`src/rtl/rpac_pkg.sv`:
```
`timescale 1ns / 1ps
// shared types and constants of the point rotation core
package rpac_pkg;

	localparam int DW     = 44;
	localparam int ZW     = 26;
	localparam int GUARD  = 8;
	localparam int ZSHIFT = 9;
	localparam int PW     = 60;

	localparam logic signed [17:0] TURN_HALF    = 18'sd23040;
	localparam logic signed [17:0] TURN_FULL    = 18'sd46080;
	localparam logic signed [15:0] TURN_QUARTER = 16'sd11520;

	localparam longint GAIN_INF_Q30 = 64'sd652032874;
	localparam logic signed [PW-1:0] GAIN_ROUND = PW'(64'sd4194304);

	localparam logic [22:0] ATAN_DEG_Q16 [32] = '{
		23'd2949120, 23'd1740967, 23'd919879, 23'd466945,
		23'd234379, 23'd117304, 23'd58666, 23'd29335,
		23'd14668, 23'd7334, 23'd3667, 23'd1833,
		23'd917, 23'd458, 23'd229, 23'd115,
		23'd57, 23'd29, 23'd14, 23'd7,
		23'd4, 23'd2, 23'd1, 23'd0,
		23'd0, 23'd0, 23'd0, 23'd0,
		23'd0, 23'd0, 23'd0, 23'd0
	};

	typedef struct packed {
		logic signed [DW-1:0] x;
		logic signed [DW-1:0] y;
		logic signed [ZW-1:0] z;
		logic signed [31:0]   cx;
		logic signed [31:0]   cy;
	} pt_t;

endpackage

```
`src/rtl/rpac_cordic_stage.sv`:
```
`timescale 1ns / 1ps
// one registered cordic micro-rotation
module rpac_cordic_stage #(
	parameter int STEP = 0
) (
	input  logic          clk,
	input  logic          arst_n,
	input  logic          in_valid,
	output logic          in_ready,
	input  rpac_pkg::pt_t in_data,
	output logic          out_valid,
	input  logic          out_ready,
	output rpac_pkg::pt_t out_data
);

	logic          valid_q;
	rpac_pkg::pt_t data_q;
	rpac_pkg::pt_t nxt;
	logic          ready;

	logic signed [rpac_pkg::DW-1:0] xi;
	logic signed [rpac_pkg::DW-1:0] yi;
	logic signed [rpac_pkg::DW-1:0] xs;
	logic signed [rpac_pkg::DW-1:0] ys;
	logic signed [rpac_pkg::ZW-1:0] zi;
	logic signed [rpac_pkg::ZW-1:0] at;

	assign ready    = !valid_q || out_ready;
	assign in_ready = ready;

	always_comb begin
		xi = in_data.x;
		yi = in_data.y;
		zi = in_data.z;
		xs = xi >>> STEP;
		ys = yi >>> STEP;
		at = {{(rpac_pkg::ZW-23){1'b0}}, rpac_pkg::ATAN_DEG_Q16[STEP]};
		nxt.cx = in_data.cx;
		nxt.cy = in_data.cy;
		if (!zi[rpac_pkg::ZW-1]) begin
			nxt.x = xi - ys;
			nxt.y = yi + xs;
			nxt.z = zi - at;
		end else begin
			nxt.x = xi + ys;
			nxt.y = yi - xs;
			nxt.z = zi + at;
		end
	end

	always_ff @(posedge clk or negedge arst_n) begin
		if (!arst_n) begin
			valid_q <= 1'b0;
		end else if (ready) begin
			valid_q <= in_valid;
		end
	end

	always_ff @(posedge clk) begin
		if (ready && in_valid) begin
			data_q <= nxt;
		end
	end

	assign out_valid = valid_q;
	assign out_data  = data_q;

endmodule

```
`config.mk`:
```
export PLATFORM = sky130hd
export DESIGN_NAME = rpac_cordic_stage
export DESIGN_NICKNAME = d
export VERILOG_FILES = /design/src/rtl/rpac_pkg.sv /design/src/rtl/rpac_cordic_stage.sv
export SDC_FILE = /design/constraint.sdc
export NUM_CORES = 1
export LEC_CHECK = 0
export BUFFER_PORTS_ARGS = -buffer_cell sky130_fd_sc_hd__buf_2
export CAP_MARGIN = 5
export CORE_MARGIN = 10
export CORE_UTILIZATION = 55
export DETAILED_ROUTE_END_ITERATION = 8
export HOLD_SLACK_MARGIN = 0.05
export PLACE_DENSITY = 0.83
export SYNTH_ARGS = -nofsm -noshare
export SYNTH_HDL_FRONTEND = slang
export SYNTH_SLANG_ARGS = --single-unit
export TNS_END_PERCENT = 20
```
`constraint.sdc`:
```
create_clock -name clk -period 6.91 [get_ports clk]
set_input_delay 1.382 -clock clk [delete_from_list [all_inputs] [get_ports clk]]
set_output_delay 1.382 -clock clk [all_outputs]
set_load 0.01 [all_outputs]
```
Yosys cells after proc, flatten, opt, wreduce, memory -nomap -nowiden
Cells that the tools add are included.

word-level totals
  bits of input ports = 182
  register bits after elaboration = 179

cells by class
  $add $sub $neg = 5
  mux-type cells = 1
  reductions and logical operators = 3

operators by type and width
  cell                                                                   count
  114-bit two-way mux                                                    1
  44-bit subtractor                                                      2
  44-bit adder                                                           1
  26-bit by 23-bit adder with 26-bit output, second input constant       1
  26-bit by 23-bit subtractor with 26-bit output, second input constant  1
  1-bit logical AND                                                      1
  1-bit zero test                                                        1
  1-bit logical OR                                                       1

Longest topological paths before layout
  depth after elaboration = 3
  mapped depth = 12
  depth with buffers taken out = 12

Worst setup path after synthesis
No wires, ideal clock.

  path kind = input to register
  start point = input port out_ready
  end point = register data_q (netlist bit out_data[0]) (enable)
  data required time = 6.351 ns
  data arrival time = 5.644 ns
  cell stages on the path = 2
  library setup time = 0.559 ns
  path slack = 0.707 ns
  cells stage by stage = nand2b_1 and2_1

on the way
  word-level cells in the longest chain between the ends = 2

RTL lines
  element               RTL line                 text
  from (decl)           rpac_cordic_stage.sv:12  input logic out_ready,
  1-bit logical OR      rpac_cordic_stage.sv:28  assign ready = !valid_q || out_ready;
  1-bit logical AND     rpac_cordic_stage.sv:60  if (ready && in_valid) begin
  to (signal assigned)  rpac_cordic_stage.sv:61  data_q <= nxt;
  to (decl)             rpac_cordic_stage.sv:17  rpac_pkg::pt_t data_q;

No other way between the ends.
A chain may end at the register's enable or synchronous reset.

==> reports/qor.yml <==
status: "completed"
num_rows: 58
clockBufferDepth: 2
yosysTopAreaCell: "edfxtp_1"
synth_nets: 1836
r2r_cells: 3
synth_top_area_share_pct: 38.4
arrival_ns: 5.28
insertion_delay_ns: 0.44
drt_iter0_drc: 1442
worst-path-buf-inv: 2
postCtsHoldBufs: 0
max_stage_delay_ns: 0.98
routed_wirelength_um: 56100
ys_seq_area_share_pct: 38.6
hp-start: "out_valid"
gp_congestion: 0.989
hpwl_um: 45100
netlist-cell-type-count: 69
port_buffers: 361
synth.ff_latch_count: 178
grt_max_degree: 73
worst_slew_pin_slew_ns: 1.15
postCtsSetupRepairBufs: 0
critPathTopFamily: "compound AO/OA/AOI/OAI gates"
utilization_pct: 66.0
crit_chain: "buf_2 > inv_1 > ha_1 > nor3_1 > o21ai_0 > a211oi_1 > o211ai_1 > a2111oi_0 > o21ai_0 > o21ai_0 > a22oi_1 > xor2_1"
path_max_fanout: 14
vias: 13700
vias_per_cell: 6.28
antenna_found_initial: 10
core_sq_mm: 0.0250
synth_mux_area_share_pct: 1.53
worst_setup_path_end_kind: "flip-flop"
timing.rr.start: "out_valid"
grt_pass1_wl_um: 81500
grt_pass1_vias: 13400
hold_path_end: "out_valid"
rsz0062_at_grt: "no"
syn-cell-area_sq_mm: 0.0138
r2r-end: "out_data[114]"
final_nets: 2159
finalMaxSlewViolations: 0
grtUsageMet1_pct: 40.1
critPathLaunchType: "primary input"
first_pass_iters: 6
hp-class: "reg -> reg"
cts_tree: "done"
ys_warn_count: 0
min_delay_path_depth: 2
synth.avg_cell_area_sq_um: 9.15
final.fill_count: 2074
synthFlopType: "edfxtp_1"
ant_nets: 0
skew_ns: 0.0107
io-pin-count: 362
avgRoutedWirePerCell_um: 25.7
min_period_over_period_pct: 73.6
met3_usage_pct: 8.02
post_cts_resized: 0
area_delta_synth_final_pct: 19.0
critical_path_class: "in -> reg"
whs_ns: 0.556
p_leak_nw: 7.18
setup_viol: 0
timing.critical_path.mode_cell: "o21ai_0"
drive_above_1_share_pct: 22.6
cts_made_buffers: 17
track_usage_pct: 33.7
htreeDepth: 4
cts_root_buf: "clkbuf_16"
power_density_mw_per_mm2: 212
yosys.area_share.simple_pct: 13.5
clock-sinks: 178
grt.busiest_layer: "met2"
setup_tns_ns: 0
synth_xor_area_share_pct: 5.69
drcViolationCount: 0
dieWidth_um: 179
fp.dieArea_sq_mm: 0.0319
crit_slowest_cell: "a2111oi_0"
clk_pin_slew_ns: 0.08
die_h_um: 179
synthTopCellsByArea: "edfxtp_1 (38%), ha_1 (12%), a21oi_1 (6.2%)"
relSlewSlack_pct: 23.0
r2r_slack_ns: 4.55
critPathRequiredTime_ns: 7.10
synth_top_family_by_area: "compound AO/OA/AOI/OAI gates"
netlist_top_cells_count: "edfxtp_1 (177), a21oi_1 (171), ha_1 (137), inv_1 (137), nor2_1 (124)"
yosys.cell_count.top_type: "edfxtp_1"
grt_use_met2_pct: 56.4
finalWorstPathRequiredPeriod_ns: 5.09
ys_async_sr_fraction_pct: 0.562
start_util_pct: 55.5
hold_viol_final: 0
synthAdderAreaFrac_pct: 13.0
gr-total-overflow: 0
maxCapViolations: 0
clock.fmax_mhz: 196
syn_inst: 1513
ir_drop_mv: 0.131
synth_compound_area_share_pct: 22.2
synth_edf_count: 177
==> where the power goes <==
group / total (W) / switching [W] / internal, W
combinational: 0.00113 / 0.000743 / 0.000391
sequential: 0.00135 / 0.0000259 / 0.00133
clock: 0.00101 / 0.000522 / 0.000488
total: 0.00350 / 0.00129 / 0.00221
==> cells in the final DEF (no fill, tap or decap), types with 6 or more instances in the layout <==
cell type	instances
a2111oi_0	8
a211oi_1	19
a21boi_0	8
a21o_1	26
a21oi_1	171
a311oi_1	6
a31oi_1	12
and2_1	6
and3_1	9
buf_2	360
clkbuf_16	17
diode_2	6
edfxtp_1	177
ha_1	137
inv_1	136
mux2i_1	20
nand2_1	110
nand2b_1	15
nand3_1	32
nand4_1	16
nor2_1	124
nor2b_1	19
nor3_1	25
nor4_1	15
o2111ai_1	7
o211ai_1	19
o21a_1	11
o21ai_0	87
o21bai_1	36
o221ai_1	8
o31ai_1	15
or2_2	8
xnor2_1	84
xor2_1	6
==> metrics by stage <==
stage	power, W	cell area [sq um]	std cells	setup slack (ns)
final	0.00350	16500	2185	1.82
after global routing	0.00363	16500	2183	1.69
after CTS	0.00347	16500	2179	2.07
after detailed placement	0.00247	15900	2147	1.65
after global placement	0.00246	15900	2147	1.76
after floorplan	0.00206	13800	1513	0.707
==> per-layer routing <==
| metal | vias to the layer above | share of wire [%] | wire, um |
|---|---|---|---|
| met1 | 6514 | 38 | 21100 |
| li1 | 6146 | - | - |
| met4 | 8 | 5.2 | 2900 |
| met2 | 900 | 47 | 26600 |
| met5 | - | 0.10 | 57 |
| met3 | 160 | 9.6 | 5390 |
==> layout make-up <==
type                            count  area [sq um]  area share, %
Sequential cell                   178          5340           32.4
Timing Repair Buffer              365          1840           11.2
Inverter                          141           529           3.21
Clock buffer                       18           429           2.60
Tap cell                          330           413           2.51
Clock inverter                     14           165           1.00
Multi-Input combinational cell   1133          7740           47.0
Antenna cell                        6          15.0         0.0911
==> cells by family (layout without fill, tap and decap cells) <==
logic type | count (synthesis) | count (layout)
AO/OA/AOI/OAI | 481 | 481
buffers and inverters | 202 | 538
AND/OR/NAND/NOR | 400 | 400
multiplexers | 21 | 21
flip-flops | 178 | 178
other | 0 | 6
XOR/XNOR | 90 | 90
adder cells (fa/ha/maj) | 141 | 141
==> worst max-delay path by stage <==
stage | from | end | slack (ns) | depth (start not counted)
4_1_cts | in_data[90] | out_data[128] | 2.07 | 13
5_1_grt | in_data[93] | out_data[131] | 1.69 | 12
3_3_place_gp | in_data[90] | out_data[176] | 1.76 | 13
6_report | in_data[93] | out_data[131] | 1.82 | 12
2_1_floorplan | out_ready | out_data[0] | 0.71 | 2
3_5_place_dp | in_data[114] | out_data[131] | 1.65 | 12
==> sequential cells by signal, indices dropped and copies added, names as in the netlist <==
register   cells
out_data     177
out_valid      1
==> worst reg2reg max path: stages (launching register included) <==
cell,delay (ns)
dfrtp_1,0.39
nand2b_1,0.11
and2_4,0.62
buf_4,0.78
Power figures use the tool's default switching activity.
