**src/rtl/rpac_pkg.sv**
```systemverilog
`timescale 1ns / 1ps
// shared types and constants of the point rotation core
package rpac_pkg;

	localparam int DW     = 44;
	localparam int ZW     = 26;
	localparam int GUARD  = 8;
	localparam int ZSHIFT = 9;
	localparam int PW     = 60;

	localparam logic signed [17:0] TURN_HALF    = 18'sd23040;
	localparam logic signed [17:0] TURN_FULL    = 18'sd46080;
	localparam logic signed [15:0] TURN_QUARTER = 16'sd11520;

	localparam longint GAIN_INF_Q30 = 64'sd652032874;
	localparam logic signed [PW-1:0] GAIN_ROUND = PW'(64'sd4194304);

	localparam logic [22:0] ATAN_DEG_Q16 [32] = '{
		23'd2949120, 23'd1740967, 23'd919879, 23'd466945,
		23'd234379, 23'd117304, 23'd58666, 23'd29335,
		23'd14668, 23'd7334, 23'd3667, 23'd1833,
		23'd917, 23'd458, 23'd229, 23'd115,
		23'd57, 23'd29, 23'd14, 23'd7,
		23'd4, 23'd2, 23'd1, 23'd0,
		23'd0, 23'd0, 23'd0, 23'd0,
		23'd0, 23'd0, 23'd0, 23'd0
	};

	typedef struct packed {
		logic signed [DW-1:0] x;
		logic signed [DW-1:0] y;
		logic signed [ZW-1:0] z;
		logic signed [31:0]   cx;
		logic signed [31:0]   cy;
	} pt_t;

endpackage

```
**src/rtl/rpac_prep.sv**
```systemverilog
`timescale 1ns / 1ps
// front end: centre offset, angle reduction and exact quarter turn
module rpac_prep (
	input  logic               clk,
	input  logic               arst_n,
	input  logic               in_valid,
	output logic               in_ready,
	input  logic signed [31:0] point_x,
	input  logic signed [31:0] point_y,
	input  logic signed [31:0] center_x,
	input  logic signed [31:0] center_y,
	input  logic signed [16:0] turn_degrees,
	output logic               out_valid,
	input  logic               out_ready,
	output rpac_pkg::pt_t      out_data
);

	logic               valid_s1;
	logic signed [32:0] dx_s1;
	logic signed [32:0] dy_s1;
	logic signed [15:0] ang_s1;
	logic signed [31:0] cx_s1;
	logic signed [31:0] cy_s1;
	logic               valid_s2;
	rpac_pkg::pt_t      data_s2;
	logic               ready_s1;
	logic               ready_s2;

	logic signed [17:0] ang_ext;
	logic signed [17:0] ang_red;
	logic signed [32:0] dx;
	logic signed [32:0] dy;

	logic signed [rpac_pkg::DW-1:0] x_ext;
	logic signed [rpac_pkg::DW-1:0] y_ext;
	logic signed [15:0]             ang_res;
	rpac_pkg::pt_t                  nxt;

	assign ready_s2 = !valid_s2 || out_ready;
	assign ready_s1 = !valid_s1 || ready_s2;
	assign in_ready = ready_s1;

	always_comb begin
		ang_ext = {turn_degrees[16], turn_degrees};
		if (ang_ext > rpac_pkg::TURN_HALF) begin
			ang_red = ang_ext - rpac_pkg::TURN_FULL;
		end else if (ang_ext <= -rpac_pkg::TURN_HALF) begin
			ang_red = ang_ext + rpac_pkg::TURN_FULL;
		end else begin
			ang_red = ang_ext;
		end
		dx = {point_x[31], point_x} - {center_x[31], center_x};
		dy = {point_y[31], point_y} - {center_y[31], center_y};
	end

	always_comb begin
		x_ext  = {{(rpac_pkg::DW-33-rpac_pkg::GUARD){dx_s1[32]}}, dx_s1,
			{rpac_pkg::GUARD{1'b0}}};
		y_ext  = {{(rpac_pkg::DW-33-rpac_pkg::GUARD){dy_s1[32]}}, dy_s1,
			{rpac_pkg::GUARD{1'b0}}};
		nxt.cx = cx_s1;
		nxt.cy = cy_s1;
		if (ang_s1 > rpac_pkg::TURN_QUARTER) begin
			nxt.x   = -y_ext;
			nxt.y   = x_ext;
			ang_res = ang_s1 - rpac_pkg::TURN_QUARTER;
		end else if (ang_s1 < -rpac_pkg::TURN_QUARTER) begin
			nxt.x   = y_ext;
			nxt.y   = -x_ext;
			ang_res = ang_s1 + rpac_pkg::TURN_QUARTER;
		end else begin
			nxt.x   = x_ext;
			nxt.y   = y_ext;
			ang_res = ang_s1;
		end
		nxt.z = {{(rpac_pkg::ZW-16-rpac_pkg::ZSHIFT){ang_res[15]}}, ang_res,
			{rpac_pkg::ZSHIFT{1'b0}}};
	end

	always_ff @(posedge clk or negedge arst_n) begin
		if (!arst_n) begin
			valid_s1 <= 1'b0;
			valid_s2 <= 1'b0;
		end else begin
			if (ready_s1) begin
				valid_s1 <= in_valid;
			end
			if (ready_s2) begin
				valid_s2 <= valid_s1;
			end
		end
	end

	always_ff @(posedge clk) begin
		if (ready_s1 && in_valid) begin
			dx_s1  <= dx;
			dy_s1  <= dy;
			ang_s1 <= ang_red[15:0];
			cx_s1  <= center_x;
			cy_s1  <= center_y;
		end
		if (ready_s2 && valid_s1) begin
			data_s2 <= nxt;
		end
	end

	assign out_valid = valid_s2;
	assign out_data  = data_s2;

endmodule

```
**config.mk**
```make
export PLATFORM = sky130hd
export DESIGN_NAME = rpac_prep
export DESIGN_NICKNAME = d
export VERILOG_FILES = /design/src/rtl/rpac_pkg.sv /design/src/rtl/rpac_prep.sv
export SDC_FILE = /design/constraint.sdc
export NUM_CORES = 1
export LEC_CHECK = 0
export ABC_CLOCK_PERIOD_IN_PS = 9700
export BUFFER_PORTS_ARGS = -buffer_cell sky130_fd_sc_hd__buf_4
export CAP_MARGIN = 20
export CORE_MARGIN = 5
export CORE_UTILIZATION = 55
export DETAILED_ROUTE_END_ITERATION = 10
export PLACE_DENSITY = 0.85
export SYNTH_ARGS = -nofsm -noshare
export SYNTH_HDL_FRONTEND = slang
export SYNTH_SLANG_ARGS = --single-unit
```
**constraint.sdc**
```tcl
create_clock -name clk -period 9.7 [get_ports clk]
set_input_delay 0.97 -clock clk [delete_from_list [all_inputs] [get_ports clk]]
set_output_delay 0.97 -clock clk [all_outputs]
set_load 0.005 [all_outputs]
```
# After elaboration in Yosys (flattened, before gate mapping)
# Cells that the tools add are included.
# totals
register_bits	316
elab_cells	39
out_inout_bits	180
# op_classes
n_addsub	8
bitwise	1
n_reduce_logical	7
order_cmp	4
n_mux	6
# ops
operator	n
two-way mux 88 bit	2
negator 41 -> 44 bit	2
subtractor 32 x 32 -> 33 bit	2
two-way mux 16 bit	4
> comparator 17 x 16 -> 1 bit (second input constant)	1
<= comparator 17 x 16 -> 1 bit (second input constant)	1
adder 16 x 15 -> 16 bit (second input constant)	1
adder 16 bit (second input constant)	1
> comparator 16 x 15 -> 1 bit (second input constant)	1
less-than comparator 16 x 15 -> 1 bit (second input constant)	1
subtractor 16 x 15 -> 16 bit (second input constant)	1
subtractor 16 bit (second input constant)	1
logical AND 1 bit	2
logical NOT 1 bit	2
logical OR 1 bit	2
OR reduction 2 bit	1
inverter 1 bit	1

# Logic depth before layout (Yosys ltp)
# depth
word_depth	4
ltp_mapped	11
depth_no_buf	11

# Least setup slack after synthesis
# No wires, ideal clock.
# synth_path
kind	input to register
startpoint	input out_ready
endpoint	register data_s2, in the netlist out_data[0] (enable)
stages	2
arrival_time_ps	4550
path_slack_ps	4620
setup_ps	530
path_cell_list	nand2b_1 and2_1
# synth_between
elab_chain_cells	2
# synth_rtl
item	line_no	text
start: declaration	rpac_prep.sv:14	input logic out_ready,
logical OR 1 bit	rpac_prep.sv:39	assign ready_s2 = !valid_s2 || out_ready;
logical AND 1 bit	rpac_prep.sv:102	if (ready_s2 && valid_s1) begin
end signal: assignment	rpac_prep.sv:103	data_s2 <= nxt;
end: declaration	rpac_prep.sv:25	rpac_pkg::pt_t data_s2;
# Every way passes these cells.
# A chain may end at the register's enable or synchronous reset.

==> metrics.md <==
| Metric | Value |
|---|---|
| Hpwl dp | 30100 microns |
| Startpoint type of the worst setup path | flop |
| DR vias/cell | 5.83 |
| Fin util | 67.9% |
| Most numerous cell in the Yosys netlist | edfxtp_1 |
| Final cell count without fillers | 2101 |
| Result of the run | complete, no violations |
| Setup TNS Final | 0 ns |
| Synth cell count leaders | edfxtp_1 (298), a21oi_1 (108), nand2_1 (103) |
| First-pass GRT wire length | 63600 microns |
| Wire per inst | 19.2 microns |
| Power Density | 188 nW/um^2 |
| Multi-input gate area | 6140 sq um |
| IO buf count | 303 |
| Lkg Pwr | 7.92 nW |
| Post-Syn Instances | 1403 |
| Global route overflow | 0 |
| DRC Markers | 0 |
| Register area | 9000 sq um |
| DRT Wirelength | 40400 microns |
| Synthesized flop and latch total | 300 |
| Clock slew at reported path FFs | 0.06 ns |
| Hold WC Path Type | in2async |
| Yosys top cell by area | edfxtp_1 |
| Filler cell count in the final layout | 2126 |
| Via Count | 12.2k |
| Number of synthesized flops with an enable pin | 298 |
| Max cap viols | 0 |
| Die X | 180 microns |
| CP Class | reg2reg |
| Synth Area per Inst | 11.3 sq um |
| Starting density of the core | 55.4% |
| GRT Resource Usage Total | 23.9% |
| Asr flop ratio synth | 0.667% |
| Vias in the first global route | 11.9k |
| Distinct cells, synth | 68 |
| Slew Viols, Final | 0 |
| Register area share after synthesis | 56.9% |
| Ranking of synthesized cells by area | edfxtp_1 (57%), ha_1 (5.7%), a21oi_1 (3.4%) |
| Initial DRC count | 1164 |
| Worst-Margin Slew | 1.02 ns |
| IO Count | 329 |
| Main synth FF type | edfxtp_1 |
| Fraction of layout cells with a size suffix above 1 | 21.7% |
| Max Buffers Root-to-Sink | 3 |
| Endpoints failing setup | 0 |
| Fin crit share | 38.4% |
| Row count | 62 |
| Post-CTS Setup Bufs | 0 |
| Die Y | 180 microns |
| Critical Path AT | 4.05 ns |
| CTS resizes | 0 |
| Post-Syn Area | 15800 sq um |
| Max Fclk | 269 MHz |
| Crit. End Element | flop |
| Number of hold buffers added after CTS | 0 |
| TritonCTS Buffers | 31 |
| Cell total after placement | 2044 |
| H-tree levels | 1 |
| Initial antenna violation count | 1 |
| Synth warn | 0 |
| First-pass DRT Iterations | 6 |
| Final WS setup | 5.98 ns |
| TritonCTS clock tree | done |
| Hold violation count in the final report | 0 |
| Clock skew | 0.0252 ns |
| CTS sink cnt | 300 |
| Skew-Pair Late Insertion Delay | 0.56 ns |
| Full die area | 32200 sq um |
| Area Growth Syn to Fin | 22.7% |
| Largest net degree at the start of global routing | 83 |
| Root Buffer | clkbuf_16 |
| NumNets Final | 1916 |
| Placement Setup Slack | 5.99 ns |
| Antenna diodes | 0 |
| Slew headroom | 32.3% |
| Synth top area share | 56.6% |
| CORE AREA | 28500 sq um |
| GPL Wtd Cong | 0.921 |
| Peak VDD IR | 0.000154 V |
| Max FO, Critical Path | 6 |
| WP data required | 10.03 ns |
| Tmin final | 3.72 ns |
| RSZ-0062 raised after global routing | false |
| Antenna Nets Post-Route | 0 |
## power breakdown
group | internal, W | total (W) | leakage [nW] | switching (W)
logic | 0.000312 | 0.000702 | 4.52 | 0.000390
registers | 0.00162 | 0.00172 | 2.88 | 0.0000988
clock network | 0.000743 | 0.00123 | 0.512 | 0.000482
## routing by layer
metal / track usage [%] / part of all wire, % / up-vias
met4: 5.39 / 2.5 / 2
met2: 40.6 / 48 / 581
met1: 30.7 / 39 / 5757
li1: - / - / 5803
met3: 6.95 / 10 / 97
met5: 0 / 0.049 / -
## path summary, 6_finish.rpt
kind,from,end,slack (ns),depth (start not counted)
max,dy_s1[0],out_data[172],5.98,10
min,arst_n,out_valid,0.20,1
max reg2reg,dy_s1[0],out_data[172],5.98,10
min reg2reg,cx_s1[3],out_data[35],0.40,0
max in group asynchronous,arst_n,valid_s1,9.41,1
min in group clk,cx_s1[3],out_data[35],0.40,0
## final cells by class
class	count	share of cell area, %
Tap cell	384	2.48
Sequential cell	300	46.4
Clock inverter	21	1.33
Timing Repair Buffer	311	12.0
Clock buffer	36	4.10
Multi-Input combinational cell	948	31.7
Inverter	101	1.96
## registers in the layout, summed over array words and instances, names as in the netlist
register   cells
ang_s1        16
cy_s1         32
valid_s1       1
cx_s1         32
dx_s1         33
out_valid      1
out_data     152
dy_s1         33
## through the flow
step / area, sq um / power [W] / hold slack [ns]
finish: 19400 / 0.00365 / 0.201
global route: 19400 / 0.00381 / 0.175
CTS: 19400 / 0.00366 / 0.177
detailed placement: 18300 / 0.00244 / 0.405
global placement: 18300 / 0.00241 / 0.400
floorplan: 15900 / 0.00213 / 0.400
## placed cells by master, fill, tap and decap left out, types with 23 or more instances in the layout
| cell type | count |
|---|---|
| a21oi_1 | 108 |
| buf_4 | 311 |
| inv_1 | 101 |
| xnor2_1 | 37 |
| nor2_1 | 82 |
| edfxtp_1 | 298 |
| nor3_1 | 58 |
| nand3_1 | 23 |
| o21ai_0 | 85 |
| a221o_1 | 29 |
| conb_1 | 25 |
| xor2_1 | 30 |
| clkbuf_16 | 31 |
| nand2_1 | 102 |
| a21o_1 | 44 |
| ha_1 | 72 |
## critical path: stages, from the launching register on
cell and delay [ns]:
edfxtp_1 0.48, inv_1 0.13, ha_1 0.24, nor4b_1 0.59
nand4b_1 0.41, nor3_1 0.48, nand2_1 0.17, or4_1 0.55
nor3_1 0.20, o21ai_0 0.11, o311ai_0 0.15
## kinds of logic (layout without fill, tap and decap cells)
logic type               Yosys count  after routing  synth area share, %
XOR/XNOR                          67             67                 3.71
buffers and inverters            179            469                 4.89
flip-flops                       300            300                 56.9
AO/OA/AOI/OAI                    397            397                 16.4
adder cells (fa/ha/maj)           74             74                 5.95
AND/OR/NAND/NOR                  384            384                 12.0
multiplexers                       1              1               0.0633
other                              1             25               0.0237
Note: power is estimated with default switching activity, not from simulation.
