==> config.mk <==
export PLATFORM = sky130hd
export DESIGN_NAME = rpac_gain
export DESIGN_NICKNAME = d
export VERILOG_FILES = /design/src/rtl/rpac_pkg.sv /design/src/rtl/rpac_gain.sv
export SDC_FILE = /design/constraint.sdc
export NUM_CORES = 2
export LEC_CHECK = 0
export BUFFER_PORTS_ARGS = -buffer_cell sky130_fd_sc_hd__buf_2
export CORE_MARGIN = 2
export CORE_UTILIZATION = 59
export DETAILED_ROUTE_END_ITERATION = 8
export PLACE_DENSITY = 0.76
export SETUP_SLACK_MARGIN = 0.3
export SLEW_MARGIN = 20
export SYNTH_ARGS = -nofsm -noshare
export SYNTH_HDL_FRONTEND = slang
export SYNTH_SLANG_ARGS = --single-unit
==> constraint.sdc <==
create_clock -name clk -period 6.9 [get_ports clk]
set_input_delay 0.345 -clock clk [delete_from_list [all_inputs] [get_ports clk]]
set_output_delay 0.345 -clock clk [all_outputs]
set_load 0.05 [all_outputs]
==> src/rtl/rpac_pkg.sv <==
`timescale 1ns / 1ps
// shared types and constants of the point rotation core
package rpac_pkg;

	localparam int DW     = 44;
	localparam int ZW     = 26;
	localparam int GUARD  = 8;
	localparam int ZSHIFT = 9;
	localparam int PW     = 60;

	localparam logic signed [17:0] TURN_HALF    = 18'sd23040;
	localparam logic signed [17:0] TURN_FULL    = 18'sd46080;
	localparam logic signed [15:0] TURN_QUARTER = 16'sd11520;

	localparam longint GAIN_INF_Q30 = 64'sd652032874;
	localparam logic signed [PW-1:0] GAIN_ROUND = PW'(64'sd4194304);

	localparam logic [22:0] ATAN_DEG_Q16 [32] = '{
		23'd2949120, 23'd1740967, 23'd919879, 23'd466945,
		23'd234379, 23'd117304, 23'd58666, 23'd29335,
		23'd14668, 23'd7334, 23'd3667, 23'd1833,
		23'd917, 23'd458, 23'd229, 23'd115,
		23'd57, 23'd29, 23'd14, 23'd7,
		23'd4, 23'd2, 23'd1, 23'd0,
		23'd0, 23'd0, 23'd0, 23'd0,
		23'd0, 23'd0, 23'd0, 23'd0
	};

	typedef struct packed {
		logic signed [DW-1:0] x;
		logic signed [DW-1:0] y;
		logic signed [ZW-1:0] z;
		logic signed [31:0]   cx;
		logic signed [31:0]   cy;
	} pt_t;

endpackage

==> src/rtl/rpac_gain.sv <==
`timescale 1ns / 1ps
// gain compensation, rounding, centre add-back and saturation
module rpac_gain #(
	parameter int STEPS = 16
) (
	input  logic               clk,
	input  logic               arst_n,
	input  logic               in_valid,
	output logic               in_ready,
	input  rpac_pkg::pt_t      in_data,
	output logic               out_valid,
	input  logic               out_ready,
	output logic signed [31:0] rotated_x,
	output logic signed [31:0] rotated_y,
	output logic               overflowed
);

	localparam longint GAIN_K = rpac_pkg::GAIN_INF_Q30 +
		((rpac_pkg::GAIN_INF_Q30 * 2 / 3) >>> (2 * STEPS));
	localparam logic signed [15:0] GAIN_HI = 16'(GAIN_K >>> 15);
	localparam logic signed [15:0] GAIN_LO = 16'(GAIN_K & 64'sd32767);
	localparam int PW = rpac_pkg::PW;
	localparam int RW = PW - 23;

	logic                 valid_s1;
	logic signed [PW-1:0] hx_s1;
	logic signed [PW-1:0] lx_s1;
	logic signed [PW-1:0] hy_s1;
	logic signed [PW-1:0] ly_s1;
	logic signed [31:0]   cx_s1;
	logic signed [31:0]   cy_s1;
	logic                 valid_s2;
	logic signed [PW-1:0] px_s2;
	logic signed [PW-1:0] py_s2;
	logic signed [31:0]   cx_s2;
	logic signed [31:0]   cy_s2;
	logic                 valid_s3;
	logic signed [31:0]   rx_s3;
	logic signed [31:0]   ry_s3;
	logic                 ovf_s3;
	logic                 ready_s1;
	logic                 ready_s2;
	logic                 ready_s3;

	logic signed [rpac_pkg::DW-1:0] xi;
	logic signed [rpac_pkg::DW-1:0] yi;
	logic signed [PW-1:0]           hx;
	logic signed [PW-1:0]           lx;
	logic signed [PW-1:0]           hy;
	logic signed [PW-1:0]           ly;
	logic signed [PW-1:0]           px;
	logic signed [PW-1:0]           py;
	logic signed [RW:0]             sx;
	logic signed [RW:0]             sy;
	logic                           ox;
	logic                           oy;
	logic signed [31:0]             rx;
	logic signed [31:0]             ry;

	assign ready_s3 = !valid_s3 || out_ready;
	assign ready_s2 = !valid_s2 || ready_s3;
	assign ready_s1 = !valid_s1 || ready_s2;
	assign in_ready = ready_s1;

	always_comb begin
		xi = in_data.x;
		yi = in_data.y;
		hx = xi * GAIN_HI;
		lx = xi * GAIN_LO;
		hy = yi * GAIN_HI;
		ly = yi * GAIN_LO;
	end

	always_comb begin
		px = hx_s1 + (lx_s1 >>> 15) + rpac_pkg::GAIN_ROUND;
		py = hy_s1 + (ly_s1 >>> 15) + rpac_pkg::GAIN_ROUND;
	end

	always_comb begin
		sx = {{(RW-31){cx_s2[31]}}, cx_s2} + {px_s2[PW-1], px_s2[PW-1:23]};
		sy = {{(RW-31){cy_s2[31]}}, cy_s2} + {py_s2[PW-1], py_s2[PW-1:23]};
		ox = (sx[RW:31] != {(RW-30){1'b0}}) && (sx[RW:31] != {(RW-30){1'b1}});
		oy = (sy[RW:31] != {(RW-30){1'b0}}) && (sy[RW:31] != {(RW-30){1'b1}});
		if (ox) begin
			rx = {sx[RW], {31{!sx[RW]}}};
		end else begin
			rx = sx[31:0];
		end
		if (oy) begin
			ry = {sy[RW], {31{!sy[RW]}}};
		end else begin
			ry = sy[31:0];
		end
	end

	always_ff @(posedge clk or negedge arst_n) begin
		if (!arst_n) begin
			valid_s1 <= 1'b0;
			valid_s2 <= 1'b0;
			valid_s3 <= 1'b0;
		end else begin
			if (ready_s1) begin
				valid_s1 <= in_valid;
			end
			if (ready_s2) begin
				valid_s2 <= valid_s1;
			end
			if (ready_s3) begin
				valid_s3 <= valid_s2;
			end
		end
	end

	always_ff @(posedge clk) begin
		if (ready_s1 && in_valid) begin
			hx_s1 <= hx;
			lx_s1 <= lx;
			hy_s1 <= hy;
			ly_s1 <= ly;
			cx_s1 <= in_data.cx;
			cy_s1 <= in_data.cy;
		end
		if (ready_s2 && valid_s1) begin
			px_s2 <= px;
			py_s2 <= py;
			cx_s2 <= cx_s1;
			cy_s2 <= cy_s1;
		end
		if (ready_s3 && valid_s2) begin
			rx_s3  <= rx;
			ry_s3  <= ry;
			ovf_s3 <= ox || oy;
		end
	end

	assign out_valid  = valid_s3;
	assign rotated_x  = rx_s3;
	assign rotated_y  = ry_s3;
	assign overflowed = ovf_s3;

endmodule
# After elaboration in Yosys (flattened, before gate mapping)

Cells that the tools add are included.
W data, S select, Z words.

Bits in registers: 550
Bits of input ports: 182
Output and inout bits: 67
Logic and storage cells: 46

Add/sub/neg operators: 6
Multipliers: 4
Equal/unequal tests: 2
Multiplexer cells: 2
Reductions and logical operators: 16

Operators with widths:

| cell                     | number |
|---|---|
| $add A60 B24 Y60 const B | 2 |
| $add A60 B44 Y60         | 2 |
| $mul A44 B15 Y59 const B | 2 |
| $mul A44 B14 Y58 const B | 2 |
| $add A32 B37 Y38         | 2 |
| $mux W32                 | 2 |
| $ne A7 B7 Y1 const B     | 2 |
| $reduce_bool A7 Y1       | 2 |
| $logic_and A1 B1 Y1      | 5 |
| $logic_not A1 Y1         | 5 |
| $logic_or A1 B1 Y1       | 4 |

# Longest topological paths before layout

Depth after elaboration: 5
Gate-level depth with buffers: 25
Gate-level depth less buffers: 24

# Least setup slack after synthesis

OpenSTA, ideal clock, no wires.

Path kind: flip-flop to flip-flop
Start point: register valid_s3 (netlist: out_valid)
End point: register cx_s1[0], enable pin
Library setup time: 0.662 ns
Data arrival time: 7.341 ns
Required time: 6.238 ns
Path slack: -1.103 ns
Stages on the path, launching flop included: 4
Path buffers: 0
Clock period less this slack: 8.003 ns
Path through: dfrtp_1 -> nor2b_1 -> nand3_1 -> and2_1

Word-level cells in the longest chain between the ends: 5

Ends and longest elaborated chain:

| what                   | line             | source |
|---|---|---|
| from (decl)            | rpac_gain.sv:37  | `logic valid_s3;` |
| from (signal assigned) | rpac_gain.sv:109 | `valid_s3 <= valid_s2;` |
| $logic_not A1 Y1       | rpac_gain.sv:60  | `assign ready_s3 = !valid_s3 \|\| out_ready;` |
| $logic_or A1 B1 Y1     | rpac_gain.sv:60  |  |
| $logic_or A1 B1 Y1     | rpac_gain.sv:61  | `assign ready_s2 = !valid_s2 \|\| ready_s3;` |
| $logic_or A1 B1 Y1     | rpac_gain.sv:62  | `assign ready_s1 = !valid_s1 \|\| ready_s2;` |
| net in_ready           | rpac_gain.sv:9   | `output logic in_ready,` |
| $logic_and A1 B1 Y1    | rpac_gain.sv:115 | `if (ready_s1 && in_valid) begin` |
| to (signal assigned)   | rpac_gain.sv:120 | `cx_s1 <= in_data.cx;` |
| to (decl)              | rpac_gain.sv:30  | `logic signed [31:0] cx_s1;` |

The timed path passes the listed nets, and every way through them passes these cells.
A chain may end at the register's enable or synchronous reset.

# Worst setup path in the final report

Start point: input in_data[112] in the netlist's numbering
End point: register hy_s1[50], data pin

Word-level cells in the longest chain between the ends: 1

Ends and longest elaborated chain:

| what                 | line             | source |
|---|---|---|
| from (decl)          | rpac_gain.sv:10  | `input rpac_pkg::pt_t in_data,` |
| $mul A44 B15 Y59     | rpac_gain.sv:70  | `hy = yi * GAIN_HI;` |
| net hy[50]           | rpac_gain.sv:49  | `logic signed [PW-1:0] hy;` |
| to (signal assigned) | rpac_gain.sv:118 | `hy_s1 <= hy;` |
| to (decl)            | rpac_gain.sv:28  | `logic signed [PW-1:0] hy_s1;` |

The timed path passes the listed nets, and every way through them passes these cells.

==> run_results.csv <==
group,metric,value,unit
clock_tree,cts_inserted_buffers,42,
detailed_routing,post-route-drc-count,0,
die,io_pins,249,
run,maxCapViolCount,0,
grt,grt_remaining_overflow,0,
timing,hold_viol,0,
setup_path,critical_path_arrival,6.65,ns
setup_path,cp_data_required_time,7.22,ns
die,die_wd,351,µm
cells_and_area,finalNetCount,9573,
setup_path,worstSetupPathDepth,24,
synth,flops_latches_synth,474,
clock_tree,cts.path.max_buffers,3,
clock_tree,tritoncts,"done",
detailed_routing,routed_wl,181000,µm
clock_tree,clk_latency,0.60,ns
placement,globalplace.congestion,0.979,
synth,postSynthCellCount,6824,
synth,synthDistinctLibCells,96,
timing,post-route-period-util,0.918,
die,die_area,123000,µm²
setup_path,critical-path-slowest-cell,"fa_1",
clock_tree,clock-sinks,474,
die,floorplan.initialDensity,0.594,
synth,synth_nets,9120,
setup_path,setup.worst_path.start_class,"primary input",
clock_tree,cts.clk_slew.worst_paths,0.07,ns
timing,rsz0062_at_grt,"yes",
synth,synth-async-reset-ratio,0.00633,
cells_and_area,area_growth_syn_to_layout,8.97,%
timing,setup_violators_final,0,
placement,dpl.hpwl,158000,µm
status,status,"completed",
setup_path,timing.critical_path.to_type,"register",
setup_path,slowest_delay,0.53,ns
timing,final.setup_skew,0.0385,ns
worst_hold_path,timing.hold.worst_endpoint,"cx_s1[8]$_DFFE_PP_",
synth,syn-mean-instance-area,10.4,µm²
worst_hold_path,worstHoldPathCells,1,
setup_path,critPathBufInv,6,
timing,timing.final.max_slew_violations,0,
timing,max_slew.worst_pin.slew,1.05,ns
detailed_routing,routed_via_density,5.60,
grt,total_track_usage,0.303,
synth,yosysWarnings,0,
grt,grt_start_max_net_pins,142,
timing,layout_min_cycle_time,6.33,ns
setup_path,crit_path_frequent_cell,"fa_1",
clock_tree,cts_max_level,2,
setup_path,r2r-start,"cx_s2[2]$_DFFE_PP_",
die,fp.dieH,351,µm
clock_tree,clock-root-buffer,"clkbuf_16",
placement,placement.io_buffers,222,
setup_path,crit-reg2reg-capture,"rotated_x[11]$_DFFE_PP_",
clock_tree,post_cts_buffers,0,
setup_path,cp_max_fo,6,
synth,dominantRegCellSynth,"edfxtp_1",
worst_hold_path,timing.hold.worst.start,"in_data[40]",
detailed_routing,detail_route.wl_per_cell,20.3,µm
timing,final.hold.worst_slack,0.0397,ns
detailed_routing,detail_route.first_pass.iterations,6,
setup_path,worst-r2r-cell-count,12,
worst_hold_path,min-delay-path-class,"primary input to register",
cells_and_area,layout-drive-gt1-share,0.0769,
detailed_routing,initialDrtViolationCount,3819,
detailed_routing,detail-route-antenna-nets,0,
synth,yosys-top-cells-area,"fa_1, edfxtp_1, ha_1, inv_1, xnor2_1",
die,placementRows,127,
timing,worst_slack,0.569,ns
setup_path,cp_top_family,"adder cells",
setup_path,reg2reg_slack,1.72,ns
grt,initial_antenna_violation_count,10,
timing,max_slew_margin,0.282,
synth,ys_seq_area_frac,0.200,
grt,first_global_vias,52940,
setup_path,criticalPathCategory,"primary input to register",
detailed_routing,vias,50023,
setup_path,crit_chain,"buf_2 > ha_1 > inv_1 > fa_1 > inv_1 > fa_1 > fa_1 > fa_1 > inv_1 > fa_1 > inv_1 > ha_1 > a21o_1 > a21o_1 > a21oi_2 > nand2_1 > o311ai_0 > o21ba_1 > a221o_1 > a31o_2 > a221oi_1 > buf_4 > o31ai_1 > xor2_1",
synth,synth_area_leader_cell,"fa_1",
synth,netlist_area,71100,µm²
grt,first_pass_grt_wire_length,288000,µm
synth,synthDominantCellAreaShare,0.309,
synth,synth-edff-count,471,
timing,peak_freq,0.158,GHz
placement,pre_cts_ws,-0.124,ns
die,core_region_area,120000,µm²
timing,setup_tns,0,ns
[cells in the final DEF, fill, tap and decap left out, types with 13 or more instances in the layout]
master | Yosys | layout
nand4_1 | 60 | 60
edfxtp_1 | 471 | 471
o21ai_1 | 17 | 18
nor2_1 | 197 | 197
a211oi_1 | 42 | 42
a31oi_1 | 40 | 40
nor3_1 | 59 | 59
and2_1 | 20 | 17
o21ai_0 | 166 | 165
dlygate4sd3_1 | 0 | 51
a21o_1 | 235 | 235
nand2_1 | 173 | 173
nor4b_1 | 13 | 13
fa_1 | 1098 | 1098
inv_1 | 1830 | 1830
a31o_2 | 14 | 14
ha_1 | 1016 | 1016
xnor2_1 | 208 | 208
nand3_1 | 93 | 93
o211ai_1 | 20 | 20
or2_2 | 13 | 13
nor2b_1 | 60 | 60
o21bai_1 | 37 | 37
clkbuf_16 | 0 | 43
o21a_1 | 47 | 47
nand2b_1 | 36 | 36
buf_4 | 1 | 202
and3_1 | 41 | 41
a21oi_1 | 336 | 336
buf_2 | 13 | 222
and4_1 | 17 | 17
o31ai_1 | 15 | 15
o2111ai_1 | 14 | 13
or3_1 | 14 | 14
xor2_1 | 147 | 147
[worst reg2reg max path, cell delays in order (launching register included)]
cell and delay, ns:
edfxtp_1 0.39, ha_1 0.36, o21ai_1 0.13, o211ai_2 0.21
a41oi_2 0.22, o21ai_2 0.33, a31oi_4 0.18, o31ai_4 0.37
a21oi_1 0.22, o21ai_2 0.71, nor4_4 0.18, a21oi_2 0.79
o21ai_0 0.63
[registers in the layout (all words and copies together) (netlist names), 37 cells and up]
| name | count |
|---|---|
| ly_s1 | 46 |
| hy_s1 | 56 |
| hx_s1 | 56 |
| px_s2 | 37 |
| lx_s1 | 46 |
| py_s2 | 37 |
[what timing repair did]
action | 4_1_cts | 5_1_grt
resized for setup | 0 | 6
setup endpoints to repair | 0 | 12
endpoints found under the hold margin | 37 | 16
hold buffers | 35 | 16
[per-layer routing]
metal | wire [µm] | share of wire | vias up | global-route usage
li1 | - | - | 23155 | -
met1 | 80100 | 0.44 | 25090 | 0.430
met2 | 83500 | 0.46 | 1515 | 0.490
met3 | 12400 | 0.069 | 259 | 0.0477
met4 | 5240 | 0.029 | 4 | 0.0772
met5 | 27 | 0.00015 | - | 0
[synth_stat cells (all sizes together), types with 93 or more instances]
library cell / count
a21o: 235
a21oi: 339
edfxtp: 471
fa: 1098
ha: 1016
inv: 1830
nand2: 173
nand3: 93
nor2: 197
o21ai: 188
xnor2: 208
xor2: 147
[logic make-up after synthesis]
| family | Yosys count | share of synthesized area |
|---|---|---|
| compound gates | 1137 | 0.106 |
| fa+ha+maj | 2114 | 0.488 |
| simple gates | 840 | 0.0604 |
| xor+xnor | 355 | 0.0437 |
| buf+inv | 1900 | 0.101 |
| mux | 4 | 0.000598 |
| flops | 474 | 0.200 |
[per-stage QoR]
step           instances   util  instance area (µm²)
2_1_floorplan       6824      -                71100
3_3_place_gp        8794  0.631                75500
3_5_place_dp        8794  0.631                75500
4_1_cts             8906  0.646                77300
5_1_grt             8923  0.647                77400
6_report            8926  0.647                77500
[worst max path at each step]
| stage | startpoint | endpoint | slack (ns) |
|---|---|---|---|
| 6_report | in_data[112] | hy_s1[50]$_DFFE_PP_ | 0.57 |
| 5_1_grt | in_data[148] | hx_s1[58]$_DFFE_PP_ | 0.32 |
| 4_1_cts | in_data[95] | hy_s1[38]$_DFFE_PP_ | 0.48 |
| 3_5_place_dp | in_data[95] | hy_s1[38]$_DFFE_PP_ | -0.12 |
| 3_3_place_gp | in_data[145] | hx_s1[58]$_DFFE_PP_ | 0.02 |
| 2_1_floorplan | in_data[95] | hy_s1[54]$_DFFE_PP_ | 0.62 |
[cell type report]
type	instances	area, µm²
Timing Repair Buffer	479	3210
Inverter	1830	6870
Tap cell	1612	2020
Fill cell	9596	42200
Sequential cell	474	14200
Clock buffer	51	1110
Clock inverter	26	289
Multi-Input combinational cell	4450	49700
Antenna cell	4	10.0
Power is left out: the tool's default activity adds up to more than one toggle a clock period on the data nets, which glitch-free logic cannot reach.
